`config.mk`:
```
export PLATFORM = sky130hd
export DESIGN_NAME = quadrature_dial_counter
export DESIGN_NICKNAME = d
export VERILOG_FILES = /design/src/sv/qdc_pkg.sv /design/src/sv/qdc_in_stage.sv /design/src/sv/qdc_core.sv /design/src/sv/quadrature_dial_counter.sv
export SDC_FILE = /design/constraint.sdc
export NUM_CORES = 1
export LEC_CHECK = 0
export BUFFER_PORTS_ARGS = -buffer_cell sky130_fd_sc_hd__clkbuf_2
export CAP_MARGIN = 20
export CORE_MARGIN = 2
export CORE_UTILIZATION = 54
export DETAILED_ROUTE_END_ITERATION = 8
export PLACE_DENSITY = 0.8
export SYNTH_ARGS = -nofsm -noshare
export SYNTH_HDL_FRONTEND = slang
export SYNTH_HIERARCHICAL = 1
export SYNTH_SLANG_ARGS = --single-unit
```
`constraint.sdc`:
```
create_clock -name clk_i -period 5.3 [get_ports clk_i]
set_clock_uncertainty 0.05 [all_clocks]
set_input_delay 0.265 -clock clk_i [delete_from_list [all_inputs] [get_ports clk_i]]
set_output_delay 0.265 -clock clk_i [all_outputs]
set_load 0.01 [all_outputs]
```
`src/sv/qdc_pkg.sv`:
```
// shared types and constants for the quadrature dial counter
`default_nettype none

package qdc_pkg;

  localparam int unsigned DialW  = 15;
  localparam int unsigned DeltaW = 8;
  localparam int unsigned StepW  = 8;
  localparam int unsigned SpcW   = 9;
  localparam int unsigned NvW    = 16;
  localparam int unsigned CfgIdxW  = 2;
  localparam int unsigned CfgDataW = 15;

  localparam logic [DialW-1:0] DialMaxLimit = 15'd32767;

  typedef enum logic [2:0] {
    OP_EDGE_A  = 3'd0,
    OP_EDGE_B  = 3'd1,
    OP_REFRESH = 3'd2,
    OP_SET     = 3'd3,
    OP_INIT    = 3'd4
  } qdc_op_e;

  typedef enum logic [CfgIdxW-1:0] {
    CFG_STEPS_PER_COUNT = 2'd0,
    CFG_MAX_VALUE       = 2'd1,
    CFG_WRAP_MODE       = 2'd2
  } qdc_cfg_idx_e;

  typedef struct packed {
    logic [2:0]     op;
    logic           level_a;
    logic           level_b;
    logic [NvW-1:0] new_value;
  } qdc_item_t;

  typedef struct packed {
    logic [SpcW-1:0]  steps_per_count;
    logic [DialW-1:0] max_value;
    logic             wrap_mode;
  } qdc_cfg_t;

  typedef struct packed {
    logic [DialW-1:0]  dial;
    logic [DeltaW-1:0] applied_delta;
    logic              ccw;
  } qdc_result_t;

endpackage

`default_nettype wire

```
`src/sv/qdc_in_stage.sv`:
```
// input register stage holding one accepted request
`default_nettype none

module qdc_in_stage (
  input  wire               clk_i,
  input  wire               rst_ni,
  input  wire               in_valid_i,
  output logic              in_stall_o,
  input  qdc_pkg::qdc_item_t item_i,
  input  wire               take_i,
  output logic              valid_o,
  output qdc_pkg::qdc_item_t item_o
);

  logic               valid_q, valid_d;
  qdc_pkg::qdc_item_t item_q;
  logic               load;

  assign in_stall_o = valid_q & ~take_i;
  assign load       = in_valid_i & ~in_stall_o;
  assign valid_d    = load | (valid_q & ~take_i);

  always_ff @(posedge clk_i or negedge rst_ni) begin
    if (!rst_ni) begin
      valid_q <= 1'b0;
    end else begin
      valid_q <= valid_d;
    end
  end

  always_ff @(posedge clk_i) begin
    if (load) begin
      item_q <= item_i;
    end
  end

  assign valid_o = valid_q;
  assign item_o  = item_q;

endmodule

`default_nettype wire

```
`src/sv/qdc_core.sv`:
```
// decoder state and single-pass update for one request
`default_nettype none

module qdc_core (
  input  wire                 clk_i,
  input  wire                 rst_ni,
  input  wire                 take_i,
  input  qdc_pkg::qdc_item_t  item_i,
  input  qdc_pkg::qdc_cfg_t   cfg_i,
  input  wire                 clr_steps_i,
  output qdc_pkg::qdc_result_t result_o
);

  logic chan_a_q, chan_a_d, chan_b_q, chan_b_d;
  logic expect_a_q, expect_a_d, expect_b_q, expect_b_d;
  logic reverse_a_q, reverse_a_d, reverse_b_q, reverse_b_d;
  logic ccw_q, ccw_d;
  logic [qdc_pkg::StepW-1:0]  step_count_q, step_count_d;
  logic [qdc_pkg::DeltaW-1:0] pending_q, pending_d;
  logic [qdc_pkg::DeltaW-1:0] applied_q, applied_d;
  logic [qdc_pkg::DialW-1:0]  dial_q, dial_d;

  logic [qdc_pkg::StepW-1:0] threshold;
  logic                      do_refresh;
  logic [qdc_pkg::NvW:0]     base;
  logic [qdc_pkg::NvW+1:0]   sum;
  logic                      sum_neg, sum_over;

  assign threshold = cfg_i.steps_per_count[qdc_pkg::StepW-1:0] - 8'd1;

  // refresh arithmetic, shared by refresh and set value
  always_comb begin
    do_refresh = 1'b0;
    base       = {2'b00, dial_q};
    case (item_i.op)
      qdc_pkg::OP_REFRESH: begin
        do_refresh = 1'b1;
      end
      qdc_pkg::OP_SET: begin
        do_refresh = 1'b1;
        base       = {item_i.new_value[qdc_pkg::NvW-1], item_i.new_value};
      end
      default: begin
        do_refresh = 1'b0;
      end
    endcase
    sum      = {base[qdc_pkg::NvW], base}
             + {{(qdc_pkg::NvW+2-qdc_pkg::DeltaW){pending_q[qdc_pkg::DeltaW-1]}}, pending_q};
    sum_neg  = sum[qdc_pkg::NvW+1];
    sum_over = ~sum_neg && (sum[qdc_pkg::NvW:0] > {2'b00, cfg_i.max_value});
  end

  always_comb begin
    chan_a_d     = chan_a_q;
    chan_b_d     = chan_b_q;
    expect_a_d   = expect_a_q;
    expect_b_d   = expect_b_q;
    reverse_a_d  = reverse_a_q;
    reverse_b_d  = reverse_b_q;
    ccw_d        = ccw_q;
    step_count_d = step_count_q;
    pending_d    = pending_q;
    applied_d    = applied_q;
    dial_d       = dial_q;

    case (item_i.op)
      qdc_pkg::OP_EDGE_A, qdc_pkg::OP_EDGE_B: begin
        if (item_i.op == qdc_pkg::OP_EDGE_A) begin
          chan_a_d = item_i.level_a;
        end else begin
          chan_b_d = item_i.level_b;
        end
        if (chan_a_d == expect_a_q && chan_b_d == expect_b_q) begin
          // forward step: prescaler, then saturating delta
          if (step_count_q == threshold) begin
            step_count_d = '0;
            if (ccw_q) begin
              if (pending_q != 8'h80) pending_d = pending_q - 8'd1;
            end else begin
              if (pending_q != 8'h7f) pending_d = pending_q + 8'd1;
            end
          end else begin
            step_count_d = step_count_q + 8'd1;
          end
          expect_a_d  = (chan_b_d == ccw_q);
          expect_b_d  = (chan_a_d != ccw_q);
          reverse_a_d = ~chan_a_d;
          reverse_b_d = ~chan_b_d;
        end else if (chan_a_d == reverse_a_q && chan_b_d == reverse_b_q) begin
          ccw_d        = ~ccw_q;
          expect_a_d   = (chan_b_d == ccw_d);
          expect_b_d   = (chan_a_d != ccw_d);
          reverse_a_d  = ~chan_a_d;
          reverse_b_d  = ~chan_b_d;
          step_count_d = '0;
        end
      end
      qdc_pkg::OP_INIT: begin
        // patterns armed with the direction held before the init
        chan_a_d    = item_i.level_a;
        chan_b_d    = item_i.level_b;
        expect_a_d  = (item_i.level_b == ccw_q);
        expect_b_d  = (item_i.level_a != ccw_q);
        reverse_a_d = ~item_i.level_a;
        reverse_b_d = ~item_i.level_b;
        ccw_d       = 1'b0;
      end
      default: begin
      end
    endcase

    if (do_refresh) begin
      applied_d = pending_q;
      pending_d = '0;
      if (sum_neg) begin
        dial_d = cfg_i.wrap_mode ? cfg_i.max_value : '0;
      end else if (sum_over) begin
        dial_d = cfg_i.wrap_mode ? '0 : cfg_i.max_value;
      end else begin
        dial_d = sum[qdc_pkg::DialW-1:0] & qdc_pkg::DialMaxLimit;
      end
    end
  end

  always_ff @(posedge clk_i or negedge rst_ni) begin
    if (!rst_ni) begin
      chan_a_q     <= 1'b1;
      chan_b_q     <= 1'b1;
      expect_a_q   <= 1'b1;
      expect_b_q   <= 1'b0;
      reverse_a_q  <= 1'b0;
      reverse_b_q  <= 1'b0;
      ccw_q        <= 1'b0;
      step_count_q <= '0;
      pending_q    <= '0;
      applied_q    <= '0;
      dial_q       <= '0;
    end else begin
      if (take_i) begin
        chan_a_q    <= chan_a_d;
        chan_b_q    <= chan_b_d;
        expect_a_q  <= expect_a_d;
        expect_b_q  <= expect_b_d;
        reverse_a_q <= reverse_a_d;
        reverse_b_q <= reverse_b_d;
        ccw_q       <= ccw_d;
        pending_q   <= pending_d;
        applied_q   <= applied_d;
        dial_q      <= dial_d;
      end
      if (clr_steps_i) begin
        step_count_q <= '0;
      end else if (take_i) begin
        step_count_q <= step_count_d;
      end
    end
  end

  assign result_o.dial          = dial_d;
  assign result_o.applied_delta = applied_d;
  assign result_o.ccw           = ccw_d;

endmodule

`default_nettype wire

```
`src/sv/quadrature_dial_counter.sv`:
```
// top level: quadrature dial counter with config registers and result register
//
//   channel   signals                                     dir   moves
//   in        in_valid_i / in_stall_o, op..new_value      in    one request
//   out       out_valid_o / out_stall_i, dial..direction  out   one result per request
//   cfg       cfg_we_i, cfg_index_i, cfg_data_i           in    one register write
//
// one request per cycle sustained while out_stall_i is low; a request passes the input
// register, then the single-pass update into the result register, which drives out_valid_o
// the decoder state updates in the same cycle the request moves into the result register
// a stalled result holds the result register; one more request waits in the input register
// and in_stall_o rises only when both are full
// reset clears all state and restores steps_per_count=1, max_value=32767, wrap_mode=0
`default_nettype none

module quadrature_dial_counter (
  input  wire         clk_i,
  input  wire         rst_ni,
  // request channel
  input  wire         in_valid_i,
  output logic        in_stall_o,
  input  wire  [2:0]  op_i,
  input  wire         level_a_i,
  input  wire         level_b_i,
  input  wire  signed [15:0] new_value_i,
  // result channel
  output logic        out_valid_o,
  input  wire         out_stall_i,
  output logic [14:0] dial_value_o,
  output logic signed [7:0] last_delta_o,
  output logic        direction_ccw_o,
  // config write port
  input  wire         cfg_we_i,
  input  wire  [1:0]  cfg_index_i,
  input  wire  [qdc_pkg::CfgDataW-1:0] cfg_data_i
);

  qdc_pkg::qdc_item_t   in_item;
  qdc_pkg::qdc_item_t   stage_item;
  logic                 stage_valid;
  logic                 take;
  qdc_pkg::qdc_cfg_t    cfg_q;
  logic                 clr_steps;
  qdc_pkg::qdc_result_t result_next;
  qdc_pkg::qdc_result_t result_q;
  logic                 out_valid_q, out_valid_d;

  assign in_item.op        = op_i;
  assign in_item.level_a   = level_a_i;
  assign in_item.level_b   = level_b_i;
  assign in_item.new_value = new_value_i;

  // the held request moves on whenever the result register is free or being drained
  assign take = stage_valid & (~out_valid_q | ~out_stall_i);

  qdc_in_stage u_in_stage (
    .clk_i      (clk_i),
    .rst_ni     (rst_ni),
    .in_valid_i (in_valid_i),
    .in_stall_o (in_stall_o),
    .item_i     (in_item),
    .take_i     (take),
    .valid_o    (stage_valid),
    .item_o     (stage_item)
  );

  // config registers; a steps_per_count write also clears the prescaler
  assign clr_steps = cfg_we_i && (cfg_index_i == qdc_pkg::CFG_STEPS_PER_COUNT);

  always_ff @(posedge clk_i or negedge rst_ni) begin
    if (!rst_ni) begin
      cfg_q.steps_per_count <= 9'd1;
      cfg_q.max_value       <= qdc_pkg::DialMaxLimit;
      cfg_q.wrap_mode       <= 1'b0;
    end else if (cfg_we_i) begin
      case (cfg_index_i)
        qdc_pkg::CFG_STEPS_PER_COUNT: begin
          cfg_q.steps_per_count <= cfg_data_i[qdc_pkg::SpcW-1:0];
        end
        qdc_pkg::CFG_MAX_VALUE: begin
          cfg_q.max_value <= cfg_data_i;
        end
        qdc_pkg::CFG_WRAP_MODE: begin
          cfg_q.wrap_mode <= cfg_data_i[0];
        end
        default: begin
        end
      endcase
    end
  end

  qdc_core u_core (
    .clk_i       (clk_i),
    .rst_ni      (rst_ni),
    .take_i      (take),
    .item_i      (stage_item),
    .cfg_i       (cfg_q),
    .clr_steps_i (clr_steps),
    .result_o    (result_next)
  );

  // result register
  assign out_valid_d = take | (out_valid_q & out_stall_i);

  always_ff @(posedge clk_i or negedge rst_ni) begin
    if (!rst_ni) begin
      out_valid_q <= 1'b0;
    end else begin
      out_valid_q <= out_valid_d;
    end
  end

  always_ff @(posedge clk_i) begin
    if (take) begin
      result_q <= result_next;
    end
  end

  assign out_valid_o     = out_valid_q;
  assign dial_value_o    = result_q.dial;
  assign last_delta_o    = result_q.applied_delta;
  assign direction_ccw_o = result_q.ccw;

  // a request stalls at the input only while one is already held
  a_stall_needs_held: assert property (@(posedge clk_i) disable iff (!rst_ni)
    in_stall_o |-> stage_valid)
    else $error("input stalled with no request held");

  // a request moving on always lands in the result register
  a_take_fills_out: assert property (@(posedge clk_i) disable iff (!rst_ni)
    take |=> out_valid_q)
    else $error("result register empty after a request moved on");

  // a refresh or set value leaves the dial within range
  a_refresh_in_range: assert property (@(posedge clk_i) disable iff (!rst_ni)
    (take && !cfg_we_i &&
     (stage_item.op == qdc_pkg::OP_REFRESH || stage_item.op == qdc_pkg::OP_SET))
    |=> (result_q.dial <= cfg_q.max_value))
    else $error("dial above max_value after refresh");

endmodule

`default_nettype wire

```
# Word-level counts from Yosys, hierarchy flattened

Cells that the tools add are included.

Flip-flop bits (word level): 117
Output and inout port bits: 26
Logic and storage cells: 132

Add/sub/neg operators: 5
$lt $le $gt $ge: 1
Eq/ne operators: 21
Muxes and demuxes: 42
Bitwise logic cells: 17
Reductions and logical operators: 23

Operators by type and width:

| kind                                                  | number |
|---|---|
| two-way mux 8 bit                                     | 14 |
| two-way mux 15 bit                                    | 5 |
| adder 17 x 8 -> 18 bit                                | 1 |
| greater-than comparator 17 x 15 -> 1 bit              | 1 |
| two-way mux 17 bit                                    | 1 |
| adder 8 x 1 -> 8 bit, second input constant           | 2 |
| subtractor 8 x 1 -> 8 bit, second input constant      | 2 |
| two-way mux 1 bit                                     | 15 |
| one-hot mux 1 bit (2 select lines)                    | 7 |
| nonzero test 2 bit                                    | 6 |
| inverter 1 bit                                        | 10 |
| equality test 8 bit                                   | 1 |
| inequality test 8 x 7 -> 1 bit, second input constant | 1 |
| inequality test 8 bit, second input constant          | 1 |
| AND reduction 2 bit                                   | 4 |
| equality test 1 bit                                   | 7 |
| equality test 3 x 2 -> 1 bit, second input constant   | 2 |
| AND reduction 3 bit                                   | 2 |
| AND reduction 6 bit                                   | 1 |
| nonzero test 3 bit                                    | 2 |
| AND 1 bit                                             | 4 |
| logical AND 1 bit                                     | 4 |
| OR reduction 2 bit                                    | 2 |
| equality test 3 x 1 -> 1 bit, second input constant   | 1 |
| 9 further kinds                                       | 13 |

# Depth between registers and ports, before layout

Gate-level depths: netlist of the first run.

Depth in word-level cells: 10
Mapped depth: 25
Gate-level depth less buffers: 21

# Hierarchy

Netlist of the first run, hierarchy kept.

Modules (own cells, without submodules):

| module                  | instances | cells each | area an instance (µm²) |
|---|---|---|---|
| qdc_core                | 1         | 534        | 4506.8 |
| quadrature_dial_counter | 1         | 82         | 1788.0 |
| qdc_in_stage            | 1         | 26         | 688.2 |

# Least setup slack after synthesis of the first run

OpenSTA, ideal clock, no wires.

Path kind: reg2reg
Start: register u_in_stage.item_q (netlist bit u_in_stage/item_o[20])
End: register result_q (netlist bit dial_value_o[12]), data pin
Setup time: 132 ps
Data arrival time: 5173 ps
Data required time: 5118 ps
Setup slack: -55 ps
Cell stages (with the launch flop): 21
Path buffers: 3
Cells stage by stage: edfxtp_1 > clkbuf_1 > nor2b_1 > nand2_1 > clkbuf_1 > mux2_2 > ha_1 > and2_1 > a221o_1 > a221oi_1 > xnor2_1 > ha_1 > nand2_1 > nor4_1 > o31a_1 > a211oi_1 > a21oi_1 > a211oi_1 > nor3_1 > clkbuf_1 > a221o_1

RTL lines:

| item                   | RTL line                       | RTL |
|---|---|---|
| from (decl)            | qdc_in_stage.sv:16             | `qdc_pkg::qdc_item_t item_q;` |
| from (signal assigned) | qdc_in_stage.sv:33             | `item_q <= item_i;` |
| to (signal assigned)   | quadrature_dial_counter.sv:115 | `result_q <= result_next;` |
| to (decl)              | quadrature_dial_counter.sv:45  | `qdc_pkg::qdc_result_t result_q;` |

==> qor.txt, run 1 <==
I/O pins = 69
clk_lat worst skew = 0.42 ns
Root Driver = clkbuf_16
DP Cell Count = 865
WS Path Type = reg2reg
final-report max-slew violation count = 0
diode count = 0
worst slew pin tran = 0.947 ns
full die area = 13,800 um^2
number of I/O port buffers = 68
CTS Buffer Depth = 2
DRT Pass-1 Iters = 5
CP endpoint kind = register
Max-Slew Margin vs Limit = 36.9%
post-synthesis cell area = 6950 um^2
initial antenna violation count = 0
worst min-delay path class = in2async
Max H-tree Level = 4
Max stage delay on crit path = 0.38 ns
largest net degree at the start of global routing = 73
CTS tree = yes
row count = 41
Leak = 3.70 nW
CORE AREA = 12,600 um^2
vias per cell = 5.89
die span in x = 117 um
Cells after Synth = 640
final non-filler cell total = 920
Final setup viols = 0
Avg Inst Size Synth = 10.9 um^2
Layout Area Growth over Synthesis = 20.1%
vias in the first global route = 5,574
outcome = complete, no violations
Final Util = 66.4%
crit-path cells = nor2b_1 -> nand2_1 -> buf_4 -> mux2_2 -> ha_1 -> o211ai_1 -> o211ai_1 -> nor3b_1 -> nor2_1 -> xnor2_1 -> ha_1 -> nand2_1 -> nor4_1 -> o31a_1 -> a211oi_1 -> a21oi_2 -> a211oi_2 -> nor3_4 -> buf_12 -> a221o_1
Detailed Route WL = 17,200 um
R2R Setup Slk = 0.15 ns
worst path arrival time = 5.27 ns
family with the most delay on the worst path = compound AO/OA/AOI/OAI gates
slowest CP cell = mux2_2
Starting Density = 55.3%
all-layer global routing usage = 25.3%
clk sinks = 117
fmax = 194 MHz
DRC errors left = 0
Startpoint Class = register
CP Data Required Time = 5.42 ns
Nets = 819
Antenna Nets Post-Route = 0
Pwr Density = 602 nW/um^2
Worst Path Max Fanout = 15
Ys Warns = 6
post-route cell area = 8340 um^2
Synth Net Count = 724
Die H = 117 um
first-pass GRT wire length = 27,600 um
final worst-path cycle share = 97.3%
worst path bufs/invs = 2
DR vias = 5,423
minimum clock period = 5.15 ns
grt ovf = 0
Peak VDD IR = 0.331 mV
Placer Congestion = 0.947
Hold Fails Final Rpt = 0
Final HPWL DP = 11,900 um
max-capacitance violation count = 0
routed length per instance = 18.7 um
Clock transition at path regs = 0.06 ns
DP Area = 7470 um^2
total CTS buffers = 17
layout cell share with drive strength beyond 1 = 26.9%
initial drt markers = 432
-- cell usage in the layout, fill, tap and decap left out, types with 20 or more instances in the layout --
master / n
clkbuf_2: 67
mux2_2: 34
nor2_1: 33
dfrtp_1: 53
xnor2_1: 21
edfxtp_1: 45
inv_1: 24
nand2_1: 76
a21oi_1: 20
ha_1: 39
dlygate4sd3_1: 21
-- layout make-up --
cell class	instances	area, um^2
multi-input cells	471	3600
fillers	948	4230
clock inverters	10	90.1
flip-flops and latches	117	3180
well taps	172	215
repair buffers	104	676
clock buffers	22	497
inverters	24	90.1
-- flip-flops by register name (all words and copies together) (netlist names), 8 cells and up --
signal               cells
u_core/pending_q         8
dial_value_o            15
u_core/dial_q           15
u_core/applied_q         8
u_in_stage/item_o       21
last_delta_o             8
cfg_q                   24
u_core/step_count_q      8
-- final timing paths --
path / start / end / cells past startpoint
setup / recovery: u_in_stage/item_o[19]$_DFFE_PP_ / dial_value_o[3]$_DFFE_PP_ / 20
hold / removal: rst_ni / u_core/expect_b_q$_DFFE_PN0P_ / 2
setup reg to reg: u_in_stage/item_o[19]$_DFFE_PP_ / dial_value_o[3]$_DFFE_PP_ / 20
hold reg to reg: u_core/applied_q[1]$_DFFE_PN0P_ / u_core/applied_q[1]$_DFFE_PN0P_ / 1
max in group asynchronous: rst_ni / u_core/dial_q[13]$_DFFE_PN0P_ / 2
min in group clk_i: in_valid_i / u_in_stage/valid_o$_DFF_PN0_ / 2
-- metrics by stage --
stage,hold WS (ns),setup WS [ns],setup TNS [ns],power [mW]
final,0.00989,0.145,0,5.02
after global routing,0.0252,-0.0979,-0.808,5.32
after CTS,0.00876,0.0956,0,4.89
after detailed placement,0.394,-0.119,-1.40,3.71
after global placement,0.391,0.185,0,3.63
after floorplan,-0.0806,0.00681,0,3.08
-- layer usage --
metal,vias to the layer above,routed length [um],track usage [%]
met1,2625,7160,31.0
met5,-,0,0
met2,206,8630,43.1
met3,44,905,5.35
li1,2548,-,-
met4,0,517,11.2
-- power breakdown --
| group | leakage, nW | switching (mW) | internal [mW] |
|---|---|---|---|
| combinational | 2.11 | 1.37 | 1.05 |
| clock | 0.292 | 0.413 | 0.713 |
| sequential | 1.29 | 0.235 | 1.24 |
| total | 3.70 | 2.02 | 3.00 |
-- what timing repair did --
action / 4_1_cts / 5_1_grt
resized for setup: 2 / 7
hold buffers: 21 / 0
endpoints found under the hold margin: 21 / 0
gates cloned: 0 / 0
endpoints found under the setup margin: 16 / 30
buffers inserted: 0 / 2
pin swaps: 0 / 2
Power figures use the tool's default switching activity.
==> inputs of run 2 (changes only) <==
--- a/config.mk
+++ b/config.mk
@@ -10,7 +10,7 @@
 export CORE_MARGIN = 2
 export CORE_UTILIZATION = 54
 export DETAILED_ROUTE_END_ITERATION = 8
-export PLACE_DENSITY = 0.8
+export PLACE_DENSITY = 0.77
 export SYNTH_ARGS = -nofsm -noshare
 export SYNTH_HDL_FRONTEND = slang
 export SYNTH_HIERARCHICAL = 1
==> run 2 against run 1 <==
  * Wire length shrank 0.84%
  * Largest power group unchanged
  * Worst hold slack lost 0.0048 ns
  * Sequential share of layout area shrank 0.20 points
  * Critical path depth shrank 1
  * Highest routed layer unchanged
  * Register-to-register slack gained 0.16 ns
  * Largest cell class unchanged
  * Combinational power shrank 3%
  * Via count is essentially flat
  * Clock power grew 9.7%
==> qor.txt, run 2 (same netlist as run 1, synthesis figures left out) <==
routed length per instance = 18.5 um (-1.2%)
initial drt markers = 379 (-12%)
largest net degree at the start of global routing = 73 (unchanged)
Max stage delay on crit path = 0.37 ns (about the same)
Max-Slew Margin vs Limit = 34.7% (-2.1 points)
Pwr Density = 603 nW/um^2 (+0.25%)
diode count = 0 (unchanged)
WS Path Type = reg2reg
setup_tns = 0 ns (unchanged)
CP Data Required Time = 5.42 ns (about the same)
vias per cell = 5.88 (-0.29%)
DR vias = 5,425 (+0.037%)
Root Driver = clkbuf_16
RSZ-0062 raised after global routing = no
Clock transition at path regs = 0.06 ns (about the same)
grt ovf = 0 (unchanged)
all-layer global routing usage = 26.2% (+0.86 points)
fmax = 200 MHz (+3.2%)
layout cell share with drive strength beyond 1 = 26.0% (-0.91 points)
Leak = 3.69 nW (-0.11%)
Detailed Route WL = 17,100 um (-0.84%)
Final setup viols = 0 (unchanged)
CORE AREA = 12,600 um^2 (unchanged)
worst slew pin tran = 0.979 ns (+0.0322 ns)
DRT Pass-1 Iters = 5 (unchanged)
Placer Congestion = 0.993 (+4.9%)
Nets = 822 (+0.37%)
Hold Fails Final Rpt = 0 (unchanged)
clk sinks = 117 (unchanged)
CTS tree = yes
clk_lat worst skew = 0.43 ns (about the same)
CTS Buffer Depth = 2 (unchanged)
slowest CP cell = edfxtp_1
Starting Density = 55.3% (unchanged)
number of I/O port buffers = 68 (unchanged)
largest reg by FF count = cfg_q
total CTS buffers = 17 (unchanged)
first-pass GRT wire length = 28,300 um (+2.5%)
leading cell types in the layout, fill and taps excluded = nand2_1, clkbuf_2, dfrtp_1
Die H = 117 um (unchanged)
row count = 41 (unchanged)
vias in the first global route = 5,618 (+0.79%)
Fill cells = 934 (-1.5%)
Worst Path Max Fanout = 15 (unchanged)
Layout Area Growth over Synthesis = 20.7%
Max H-tree Level = 4 (unchanged)
total power draw = 5.06 mW (+0.78%)
full die area = 13,800 um^2 (unchanged)
initial antenna violation count = 0 (unchanged)
final-report max-slew violation count = 0 (unchanged)
CP endpoint kind = register
Startpoint Class = register
I/O pins = 69 (unchanged)
outcome = complete, no violations
crit-path cells = nor2b_1 -> nand2_1 -> buf_4 -> mux2_2 -> ha_1 -> and2_1 -> a221o_1 -> a221oi_1 -> buf_4 -> xnor2_1 -> ha_1 -> o21ai_0 -> nand3b_1 -> o21ai_0 -> a21oi_2 -> a211oi_2 -> nor3_4 -> buf_12 -> a221o_1
Final Util = 66.7% (+0.35 points)
Peak VDD IR = 0.325 mV (-1.7%)
worst path arrival time = 5.11 ns (-0.16 ns)
Hold Worst Slack = 0.00511 ns (-0.00478 ns)
Largest register FFs = 24 (unchanged)
commonest non-fill, non-tap cell in the layout = nand2_1
Antenna Nets Post-Route = 0 (unchanged)
die span in x = 117 um (unchanged)
max-capacitance violation count = 0 (unchanged)
worst min-delay path class = in2async
DP Area = 7480 um^2 (+0.10%)
Final HPWL DP = 11,700 um (-2.2%)
DRC errors left = 0 (unchanged)
post-route cell area = 8390 um^2 (+0.52%)
minimum clock period = 5.00 ns (-0.158 ns)
final worst-path cycle share = 94.3% (-3.0 points)
run 2: metrics by stage:
| step | cells | setup slack, ns |
|---|---|---|
| after global placement | 866 | 0.163 |
| after detailed placement | 866 | -0.0154 |
| after CTS | 920 | 0.146 |
| after floorplan | 640 | 0.00681 |
| after global routing | 923 | 0.0249 |
| final | 923 | 0.303 |
run 2: timing repair:
item,4_1_cts,5_1_grt
hold endpoints to repair,22,0
cloned,0,0
hold buffers,22,0
setup buffers,0,3
endpoints found under the setup margin,14,30
gates resized for setup,1,5
pin swaps,0,1
run 2: worst max-delay path, delay by kind of cell, from the launching register on:
kind,cells,cell delay [ns]
muxes,1,0.36
xor gates and xnor gates,1,0.20
adders and majority gates,2,0.65
DFF,1,0.37
buffers and inverters,3,0.55
and+or+nand+nor,5,0.63
AOI/OAI and AO/OA,7,1.92
run 2: metal layers:
layer,track usage [%],share of wire [%],wire (um)
met5,0,0,0
met4,12.5,3.2,541
met3,6.27,5.2,887
met2,44.2,51,8630
met1,31.5,41,7010
run 2: final cells by class:
class,instances,area (um^2),share of cell area (%)
well taps,172,215,2.57
inverters,24,90.1,1.07
flip-flops and latches,117,3180,37.9
clock inverters,10,180,2.15
repair buffers,107,701,8.35
multi-input cells,471,3580,42.7
clock buffers,22,444,5.30
run 2: worst paths after layout:
| kind | start | to | slack [ns] | cells after the start |
|---|---|---|---|---|
| worst max-delay path | u_in_stage/item_o[19]$_DFFE_PP_ | dial_value_o[3]$_DFFE_PP_ | 0.30 | 19 |
| worst min-delay path | rst_ni | u_core/applied_q[7]$_DFFE_PN0P_ | 0.005 | 2 |
| worst max register to register | u_in_stage/item_o[19]$_DFFE_PP_ | dial_value_o[3]$_DFFE_PP_ | 0.30 | 19 |
| worst min register to register | u_core/reverse_a_q$_DFFE_PN0P_ | u_core/reverse_a_q$_DFFE_PN0P_ | 0.45 | 2 |
| max in group asynchronous | rst_ni | u_core/dial_q[12]$_DFFE_PN0P_ | 4.53 | 2 |
| min in group clk_i | cfg_data_i[8] | cfg_q[9]$_DFFE_PN1P_ | 0.02 | 2 |
run 2: power breakdown:
group | total (mW) | internal [mW] | switching [mW] | leakage [nW]
Combinational | 2.35 | 1.04 | 1.31 | 2.11
Sequential | 1.47 | 1.24 | 0.237 | 1.29
Clock | 1.24 | 0.829 | 0.407 | 0.290
Total | 5.06 | 3.10 | 1.96 | 3.69
